**src/smt_pkg.sv**
```systemverilog
`timescale 1ns / 1ps

package smt_pkg;

  localparam int unsigned IDX_W = 10;
  localparam int unsigned VAL_W = 32;
  localparam int unsigned NCOL_W = 11;
  localparam logic [NCOL_W-1:0] NUM_COLS_RST = 11'd1024;

  typedef struct packed {
    logic [IDX_W-1:0]        in_row;
    logic [IDX_W-1:0]        in_col;
    logic signed [VAL_W-1:0] in_value;
    logic                    in_last;
  } in_item_t;

  typedef struct packed {
    logic [IDX_W-1:0]        out_row;
    logic [IDX_W-1:0]        out_col;
    logic signed [VAL_W-1:0] out_value;
    logic                    out_last;
  } out_item_t;

  typedef struct packed {
    logic [IDX_W-1:0]        row;
    logic [IDX_W-1:0]        col;
    logic signed [VAL_W-1:0] value;
  } term_t;

  typedef enum logic [1:0] {
    SCAN_IDLE,
    SCAN_READ,
    SCAN_EVAL,
    SCAN_FLUSH
  } scan_state_t;

endpackage

```
**src/smt_store.sv**
```systemverilog
`timescale 1ns / 1ps

module smt_store
  import smt_pkg::*;
#(
  parameter int unsigned DEPTH = 64,
  parameter int unsigned AW = 6
) (
  input  logic          clk,
  input  logic          wr_en,
  input  logic [AW-1:0] wr_addr,
  input  term_t         wr_data,
  input  logic          rd_en,
  input  logic [AW-1:0] rd_addr,
  output term_t         rd_data
);

  term_t mem [DEPTH];

  always_ff @(posedge clk) begin
    if (wr_en) begin
      mem[wr_addr] <= wr_data;
    end
  end

  always_ff @(posedge clk) begin
    if (rd_en) begin
      rd_data <= mem[rd_addr];
    end
  end

endmodule

```
**src/smt_scan.sv**
```systemverilog
`timescale 1ns / 1ps

module smt_scan
  import smt_pkg::*;
#(
  parameter int unsigned MAX_DIM = 1024,
  parameter int unsigned AW = 6,
  parameter int unsigned CW = 7
) (
  input  logic              clk,
  input  logic              rst,
  input  logic              start,
  input  logic [CW-1:0]     start_cnt,
  input  logic [NCOL_W-1:0] num_cols,
  output logic              rd_en,
  output logic [AW-1:0]     rd_addr,
  input  term_t             rd_data,
  output logic              busy,
  output logic              out_valid,
  input  logic              out_stall,
  output out_item_t         out_data
);

  localparam logic [31:0] MaxDimW = 32'(MAX_DIM);

  scan_state_t state, state_next;
  logic [AW-1:0]    idx, idx_next;
  logic [CW-1:0]    cnt, cnt_next;
  logic [IDX_W-1:0] cur_col, cur_col_next;
  logic             have_col, have_col_next;
  logic [IDX_W-1:0] nxt_col, nxt_col_next;
  logic             nxt_found, nxt_found_next;
  logic             pend_vld, pend_vld_next;
  term_t            pend, pend_next;
  out_item_t        out_data_next;
  logic             out_valid_next;

  logic out_free;
  logic in_range;
  logic hit;
  logic cand;
  logic take;
  logic pass_end;

  assign out_free = !out_valid || !out_stall;
  assign in_range = ({1'b0, rd_data.col} < num_cols) && (32'(rd_data.col) < MaxDimW);
  assign hit      = have_col && (rd_data.col == cur_col);
  assign cand     = in_range && (!have_col || (rd_data.col > cur_col));
  assign take     = cand && (!nxt_found || (rd_data.col < nxt_col));
  assign pass_end = (CW'(idx) + CW'(1)) == cnt;
  assign rd_addr  = idx;
  assign busy     = (state != SCAN_IDLE);

  always_ff @(posedge clk) begin
    if (rst) begin
      state     <= SCAN_IDLE;
      pend_vld  <= 1'b0;
      out_valid <= 1'b0;
    end else begin
      state     <= state_next;
      pend_vld  <= pend_vld_next;
      out_valid <= out_valid_next;
    end
  end

  always_ff @(posedge clk) begin
    idx       <= idx_next;
    cnt       <= cnt_next;
    cur_col   <= cur_col_next;
    have_col  <= have_col_next;
    nxt_col   <= nxt_col_next;
    nxt_found <= nxt_found_next;
    pend      <= pend_next;
    out_data  <= out_data_next;
  end

  always_comb begin
    state_next     = state;
    idx_next       = idx;
    cnt_next       = cnt;
    cur_col_next   = cur_col;
    have_col_next  = have_col;
    nxt_col_next   = nxt_col;
    nxt_found_next = nxt_found;
    pend_vld_next  = pend_vld;
    pend_next      = pend;
    out_data_next  = out_data;
    out_valid_next = out_valid && out_stall;
    rd_en          = 1'b0;

    case (state)
      SCAN_IDLE: begin
        if (start) begin
          idx_next       = '0;
          cnt_next       = start_cnt;
          have_col_next  = 1'b0;
          nxt_found_next = 1'b0;
          state_next     = SCAN_READ;
        end
      end
      SCAN_READ: begin
        rd_en      = 1'b1;
        state_next = SCAN_EVAL;
      end
      SCAN_EVAL: begin
        if (!(hit && pend_vld && !out_free)) begin
          if (hit) begin
            if (pend_vld) begin
              out_data_next  = '{out_row: pend.col, out_col: pend.row,
                                 out_value: pend.value, out_last: 1'b0};
              out_valid_next = 1'b1;
            end
            pend_next     = rd_data;
            pend_vld_next = 1'b1;
          end
          if (take) begin
            nxt_col_next   = rd_data.col;
            nxt_found_next = 1'b1;
          end
          if (pass_end) begin
            idx_next = '0;
            if (nxt_found || take) begin
              cur_col_next   = take ? rd_data.col : nxt_col;
              have_col_next  = 1'b1;
              nxt_found_next = 1'b0;
              state_next     = SCAN_READ;
            end else begin
              state_next = SCAN_FLUSH;
            end
          end else begin
            idx_next   = idx + AW'(1);
            state_next = SCAN_READ;
          end
        end
      end
      SCAN_FLUSH: begin
        if (!pend_vld) begin
          state_next = SCAN_IDLE;
        end else if (out_free) begin
          out_data_next  = '{out_row: pend.col, out_col: pend.row,
                             out_value: pend.value, out_last: 1'b1};
          out_valid_next = 1'b1;
          pend_vld_next  = 1'b0;
          state_next     = SCAN_IDLE;
        end
      end
      default: begin
        state_next = SCAN_IDLE;
      end
    endcase
  end

endmodule

```
**src/sparse_matrix_transpose.sv**
```systemverilog
`timescale 1ns / 1ps

// Sparse matrix transpose over (row, column, value) terms. Terms are loaded
// one per cycle while in_stall is low into a store of MAX_TERMS entries
// (further terms are dropped); the term with in_last set ends the load, and
// the block then emits the stored terms with row and column swapped, in
// ascending source column and, within a column, in load order, with
// out_last on the final one. Terms whose column is at or above num_cols, or
// at or above MAX_DIM, are not emitted. in_stall stays high while the emit
// scan runs. The scan makes one pass over the N stored terms per distinct
// in-range column, plus one, reading each term through the single read
// port of the store in a READ state and evaluating it in an EVAL state,
// and ends with a flush state.
// num_cols may be written only while the block is idle.
module sparse_matrix_transpose
  import smt_pkg::*;
#(
  parameter int unsigned MAX_TERMS = 64,
  parameter int unsigned MAX_DIM = 1024
) (
  input  logic              clk,
  input  logic              rst,
  input  logic              in_valid,
  output logic              in_stall,
  input  in_item_t          in_data,
  output logic              out_valid,
  input  logic              out_stall,
  output out_item_t         out_data,
  input  logic              cfg_we,
  input  logic [NCOL_W-1:0] cfg_wdata
);

  localparam int unsigned AW = $clog2((MAX_TERMS > 1) ? MAX_TERMS : 2);
  localparam int unsigned CW = $clog2(MAX_TERMS + 1);

  logic [NCOL_W-1:0] num_cols;
  logic [CW-1:0]     term_count;
  logic              busy;
  logic              accept;
  logic              wr_en;
  logic              start;
  logic [CW-1:0]     start_cnt;
  logic              rd_en;
  logic [AW-1:0]     rd_addr;
  term_t             rd_data;
  term_t             wr_data;

  assign in_stall  = busy;
  assign accept    = in_valid && !in_stall;
  assign wr_en     = accept && (term_count < CW'(MAX_TERMS));
  assign start     = accept && in_data.in_last;
  assign start_cnt = wr_en ? term_count + CW'(1) : term_count;
  assign wr_data   = '{row: in_data.in_row, col: in_data.in_col, value: in_data.in_value};

  always_ff @(posedge clk) begin
    if (rst) begin
      num_cols <= NUM_COLS_RST;
    end else if (cfg_we) begin
      num_cols <= cfg_wdata;
    end
  end

  always_ff @(posedge clk) begin
    if (rst) begin
      term_count <= '0;
    end else if (start) begin
      term_count <= '0;
    end else if (wr_en) begin
      term_count <= term_count + CW'(1);
    end
  end

  smt_store #(
    .DEPTH(MAX_TERMS),
    .AW(AW)
  ) u_store (
    .clk(clk),
    .wr_en(wr_en),
    .wr_addr(term_count[AW-1:0]),
    .wr_data(wr_data),
    .rd_en(rd_en),
    .rd_addr(rd_addr),
    .rd_data(rd_data)
  );

  smt_scan #(
    .MAX_DIM(MAX_DIM),
    .AW(AW),
    .CW(CW)
  ) u_scan (
    .clk(clk),
    .rst(rst),
    .start(start),
    .start_cnt(start_cnt),
    .num_cols(num_cols),
    .rd_en(rd_en),
    .rd_addr(rd_addr),
    .rd_data(rd_data),
    .busy(busy),
    .out_valid(out_valid),
    .out_stall(out_stall),
    .out_data(out_data)
  );

endmodule

```
**config.mk**
```make
export PLATFORM = sky130hd
export DESIGN_NAME = sparse_matrix_transpose
export DESIGN_NICKNAME = d
export VERILOG_FILES = /design/src/smt_pkg.sv /design/src/smt_store.sv /design/src/smt_scan.sv /design/src/sparse_matrix_transpose.sv
export SDC_FILE = /design/constraint.sdc
export NUM_CORES = 2
export LEC_CHECK = 0
export ABC_AREA = 1
export CORE_ASPECT_RATIO = 0.8
export CORE_MARGIN = 4
export CORE_UTILIZATION = 52
export CTS_BUF_LIST = sky130_fd_sc_hd__clkbuf_8
export DETAILED_ROUTE_END_ITERATION = 10
export DONT_BUFFER_PORTS = 1
export PLACE_DENSITY = 0.67
export SKIP_CTS_REPAIR_TIMING = 1
export SYNTH_ARGS = -nofsm -noshare
export SYNTH_HDL_FRONTEND = slang
export SYNTH_HIERARCHICAL = 1
export SYNTH_SLANG_ARGS = --single-unit
```
**constraint.sdc**
```tcl
create_clock -name clk -period 19.2 [get_ports clk]
set_input_delay 3.84 -clock clk [delete_from_list [all_inputs] [get_ports clk]]
set_output_delay 3.84 -clock clk [all_outputs]
set_load 0.005 [all_outputs]
```
**Word level (Yosys, flattened, before mapping)**

Memories as Yosys holds them, arrays and structs flattened. A register that Yosys moved wholly into a read port is not among the register bits.
Index checks and enable logic that the tools add are counted.

- Bits in registers: 162
- Memory bits (writable): 3328
- Output and inout bits: 55
- Word-level logic and storage cells: 117
- Memories: 1

- Add/sub/neg operators: 3
- $lt $le $gt $ge: 4
- Eq/ne operators: 14
- Multiplexer cells: 43
- Bitwise operators: 1
- Reductions and logical operators: 33

Memories:

| name | depth | width | read ports | clocked after memory_dff | wr ports | RTL line | text |
|---|---|---|---|---|---|---|---|
| u_store.mem | 64 | 52 | 1 | 1 | 1 | smt_store.sv:18 | `term_t mem [DEPTH];` |

Operators by type and width:

| operator | number |
|---|---|
| 53-bit two-way mux | 5 |
| 53-bit case mux with 2 select lines | 1 |
| 1-bit two-way mux | 20 |
| 6-bit two-way mux | 3 |
| 2-bit two-way mux | 6 |
| 2-bit by 1-bit inequality test with 1-bit output (second input constant) | 6 |
| 6-bit case mux with 2 select lines | 1 |
| 3-bit AND reduction | 4 |
| 10-bit by 11-bit less-than comparator with 1-bit output | 1 |
| 10-bit == test | 1 |
| 10-bit greater-than comparator | 1 |
| 10-bit less-than comparator | 1 |
| 10-bit two-way mux | 1 |
| 1-bit logical AND | 9 |
| 1-bit case mux with 2 select lines | 4 |
| 2-bit case mux with 4 select lines | 1 |
| 6-bit by 1-bit adder with 7-bit output (second input constant) | 1 |
| 7-bit by 1-bit adder with 7-bit output (second input constant) | 1 |
| 7-bit == test | 1 |
| 7-bit less-than comparator (second input constant) | 1 |
| 7-bit two-way mux | 1 |
| 6-bit by 1-bit adder with 6-bit output (second input constant) | 1 |
| 1-bit logical NOT | 6 |
| 6-bit AND reduction | 1 |
| 12 further kinds | 20 |

**Depth between registers and ports, before layout**

- Word-level depth: 9
- Depth in mapped cells: 14

**By module**

The synthesis kept the hierarchy.

By module, submodules not included:

| module | instances | cells an instance | area each (µm²) | sequential area each (µm²) |
|---|---|---|---|---|
| smt_store | 1 | 10944 | 134791.8 | 101497.3 |
| smt_scan | 1 | 424 | 5903.2 | 4284.1 |
| sparse_matrix_transpose | 1 | 112 | 797.0 | 360.3 |

**Worst setup path after synthesis**

No wires, ideal clock.

- Path kind: input to register
- Start point: in in_valid
- End point: mem u_store/mem[48][0] (netlist bit), enable pin
- Library setup time: 0.592 ns
- Arrival time: 9.594 ns
- Required time: 18.608 ns
- Slack: 9.014 ns
- Stages on the path: 5
- Path through: nand2_2 > nor2_4 > clkbuf_1 > nand4_1 > nor4_1

- Cells in the longest elaborated chain, start to end: 4

Ends and longest elaborated chain:

| what | RTL line | text |
|---|---|---|
| from (decl) | sparse_matrix_transpose.sv:23 | `input logic in_valid,` |
| 1-bit logical AND | sparse_matrix_transpose.sv:49 | `assign accept = in_valid && !in_stall;` |
| 1-bit logical AND | sparse_matrix_transpose.sv:50 | `assign wr_en = accept && (term_count < CW'(MAX_TERMS));` |
| net wr_en | sparse_matrix_transpose.sv:40 | `logic wr_en;` |
| 1-bit two-way mux | smt_store.sv:21 | `if (wr_en) begin` |
| 1-bit two-way mux (not written as such) | smt_store.sv:22 | `mem[wr_addr] <= wr_data;` |
| to (decl) | smt_store.sv:18 |  |

The timed path passes the listed nets, and every way through them passes these cells.

**Final worst setup path**

- Start point: in in_valid
- End point: mem u_store/mem[62][7] (netlist bit), enable pin

Same word-level chain as after synthesis.

==> results.json <==
{
  "netlist_area_um2": 141000,
  "grt_setup_unrepaired": "false",
  "drt_wl_total_um": 419000,
  "ios": 124,
  "nets": 11600,
  "vias_per_cell": 6.05,
  "slew_headroom": 0.0399,
  "tightestPinTransition_ns": 1.44,
  "ant_nets": 0,
  "fin_skew_ns": 0.0842,
  "min_path_type": "reg -> reg",
  "clk_path_buf_depth": 4,
  "path_cells": "nand2_2, nor2_4, nand4_1, nor2_4, buf_4",
  "antenna_found_initial": 25,
  "r2r_cells": 13,
  "hold_end": "u_scan/out_data[8]",
  "avgSynthCellArea_um2": 12.3,
  "die_h_um": 475,
  "area_delta_synth_final_pct": 8.63,
  "drv_slew": 0,
  "yosys.area.top_type_share": 0.747,
  "max_stage_delay_ns": 1.16,
  "async_flop_share": 0,
  "cts-buffers-inserted": 544,
  "min-delay-start": "u_scan/pend[7]",
  "htreeDepth": 6,
  "cts_tree": "yes",
  "fin_ws_ns": 12.83,
  "worstSkewPairLatency_ns": 1.07,
  "hold_viol": 0,
  "drive_gt1_frac": 0.0797,
  "synthCells": 11500,
  "grt_pass1_vias": 88000,
  "pre_cts_ws_ns": 11.85,
  "total_power_mw": 17.1,
  "setup_viol": 0,
  "track_usage": 0.292,
  "crit_top_cell": "nor2_4",
  "ys_types": 39,
  "reg2reg_slack_ns": 13.19,
  "syn_nets": 11600,
  "nFillCells": 21700,
  "fin_crit_sh": 0.332,
  "root_buffer": "clkbuf_8",
  "power.density_nw_per_um2": 111,
  "cp-startpoint": "in_valid",
  "rows": 171,
  "core_area_um2": 271000,
  "hold_depth": 0,
  "crit_type": "in -> reg",
  "timing.rr.start": "u_scan/rd_addr[0]",
  "register_area_um2": 106000,
  "synth_area_leader_cell": "edfxtp_1",
  "grt_max_degree": 177,
  "grt_pass1_wl_um": 601000,
  "portBuffers": 0,
  "vias": 93800,
  "slowest_stage": "nor2_4",
  "required_ns": 19.84,
  "clk_pin_slew_ns": 0.06,
  "cp-start-kind": "input pin",
  "fmax_mhz": 157,
  "max-cap-violations": 0,
  "rr_endpoint": "u_store/rd_data[48]",
  "start_util": 0.522,
  "seq_area_frac_synth": 0.750,
  "multi_input_area_um2": 31700,
  "drt_iter0_drc": 13800,
  "arrival_ns": 7.01,
  "drtPass1Iterations": 6,
  "hpwlAfterDp_um": 225000,
  "period_needed_ns": 6.37,
  "routedWlPerCell_um": 27.0,
  "drc": 0,
  "status": "completed",
  "crit_path_end_kind": "flip-flop",
  "place_congestion": 0.867,
  "postSynthRegisterBits": 3542,
  "cp_max_fo": 28,
  "irDropWorstVdd_v": 0.0000680,
  "die_width_um": 591,
  "overflow": 0,
  "p_leak_nw": 54.2,
  "synth_edf_count": 3520,
  "ys_top_cells_by_area": "edfxtp_1 (75%), nand3_1 (11%), nand2_1 (9.9%)",
  "clock-sinks": 3542,
  "synth_flop_cell": "edfxtp_1",
  "tns_ns": 0,
  "ys.warnings.count": 6,
  "dieArea_um2": 281000
}
==> stage by stage <==
| stage | hold slack (ns) | area, um^2 | cells | util |
|---|---|---|---|---|
| after global placement | 0.402 | 144000 | 14600 | 0.532 |
| after detailed placement | 0.405 | 144000 | 14600 | 0.532 |
| final | 0.373 | 154000 | 15500 | 0.567 |
| after global routing | 0.383 | 154000 | 15500 | 0.567 |
| after CTS | 0.374 | 154000 | 15500 | 0.567 |
| after floorplan | 0.400 | 141000 | 11500 | - |
==> logic make-up (layout without fill, tap and decap cells) <==
| logic type | count (synthesis) | after routing | share of synthesized area |
|---|---|---|---|
| flip-flops | 3542 | 3542 | 0.750 |
| buffers and inverters | 831 | 1200 | 0.0293 |
| XOR/XNOR | 1 | 1 | 0.0000619 |
| AND/OR/NAND/NOR | 7036 | 7036 | 0.216 |
| adder cells (fa/ha/maj) | 30 | 30 | 0.00265 |
| other | 0 | 15 | 0 |
| AO/OA/AOI/OAI | 40 | 40 | 0.00158 |
==> critical path, delay by kind of cell <==
| family | cells | cell delay [ns] |
|---|---|---|
| and+or+nand+nor | 4 | 2.42 |
| buffers and inverters | 1 | 0.65 |
==> cells in the mapped netlist (2+ instances only) <==
cell type  instances
a21oi_1           17
buf_1             48
buf_2            428
buf_4            100
buf_6             12
clkbuf_1         145
clkinv_1           2
dfxtp_1           22
edfxtp_1        3520
ha_1              30
inv_1             85
inv_2              7
nand2_1         3742
nand2_2           21
nand2_4            4
nand3_1         3116
nand3_2            8
nand3b_1           4
nand4_1           16
nor2_1           102
nor2_2             5
nor2_4             6
nor3_1             2
nor4_1             8
o21ai_0           14
o21ai_2            3
==> cells in the final DEF (no fill, tap or decap), types with 5 or more instances in the layout <==
cell type,Yosys,final
clkbuf_8,0,558
clkinv_2,0,40
diode_2,0,15
nand3_1,3116,3116
inv_6,1,10
nand4_1,16,16
nor2_1,102,44
nand2_2,21,21
edfxtp_1,3520,3520
clkinv_1,2,131
nor4_2,0,8
nand3_2,8,8
dfxtp_1,22,22
inv_1,85,241
ha_1,30,30
buf_12,1,12
o21ai_0,14,14
inv_8,0,8
a21oi_1,17,17
nor2_4,6,64
clkinvlp_4,0,20
nand2_1,3742,3742
nor2_2,5,5
buf_4,100,168
==> flip-flops by register name (all words and copies together) (netlist names), 7 cells and up <==
signal / flops
u_scan/cur_col: 10
u_scan/cnt: 7
term_count: 7
num_cols: 11
u_scan/pend: 52
u_store/rd_data: 52
u_scan/nxt_col: 10
u_scan/out_data: 53
u_store/mem: 3328
==> routing by layer <==
layer  part of all wire  GRT usage  up-vias  routed length (um)
met1               0.38      0.415    45800              161000
met3               0.13     0.0681      839               53500
met2               0.44      0.434     6295              186000
met4              0.045      0.126        6               18900
met5           0.000079          0        -                  33
li1                   -          -    40900                   -
==> area by class of cell <==
type	instances	share of cell area
Antenna cell	15	0.000244
Tap cell	3633	0.0296
Timing Repair Buffer	180	0.00977
Clock inverter	366	0.0110
Sequential cell	3542	0.691
Clock buffer	558	0.0500
Inverter	96	0.00270
Multi-Input combinational cell	7107	0.206
==> power by group <==
part	switching (mW)	internal [mW]	total [mW]
registers	0.0513	8.59	8.64
logic	2.18	0.690	2.87
clock network	2.88	2.74	5.62
==> worst max-delay path by stage <==
stage / cells after the start / slack (ns) / endpoint
2_1_floorplan: 5 / 9.01 / u_store/mem[48][0]
3_3_place_gp: 5 / 11.92 / u_store/mem[63][10]
3_5_place_dp: 5 / 11.85 / u_store/mem[62][13]
6_report: 5 / 12.83 / u_store/mem[62][7]
5_1_grt: 5 / 12.78 / u_store/mem[62][14]
4_1_cts: 5 / 12.94 / u_store/mem[62][7]
Power figures use the tool's default switching activity.
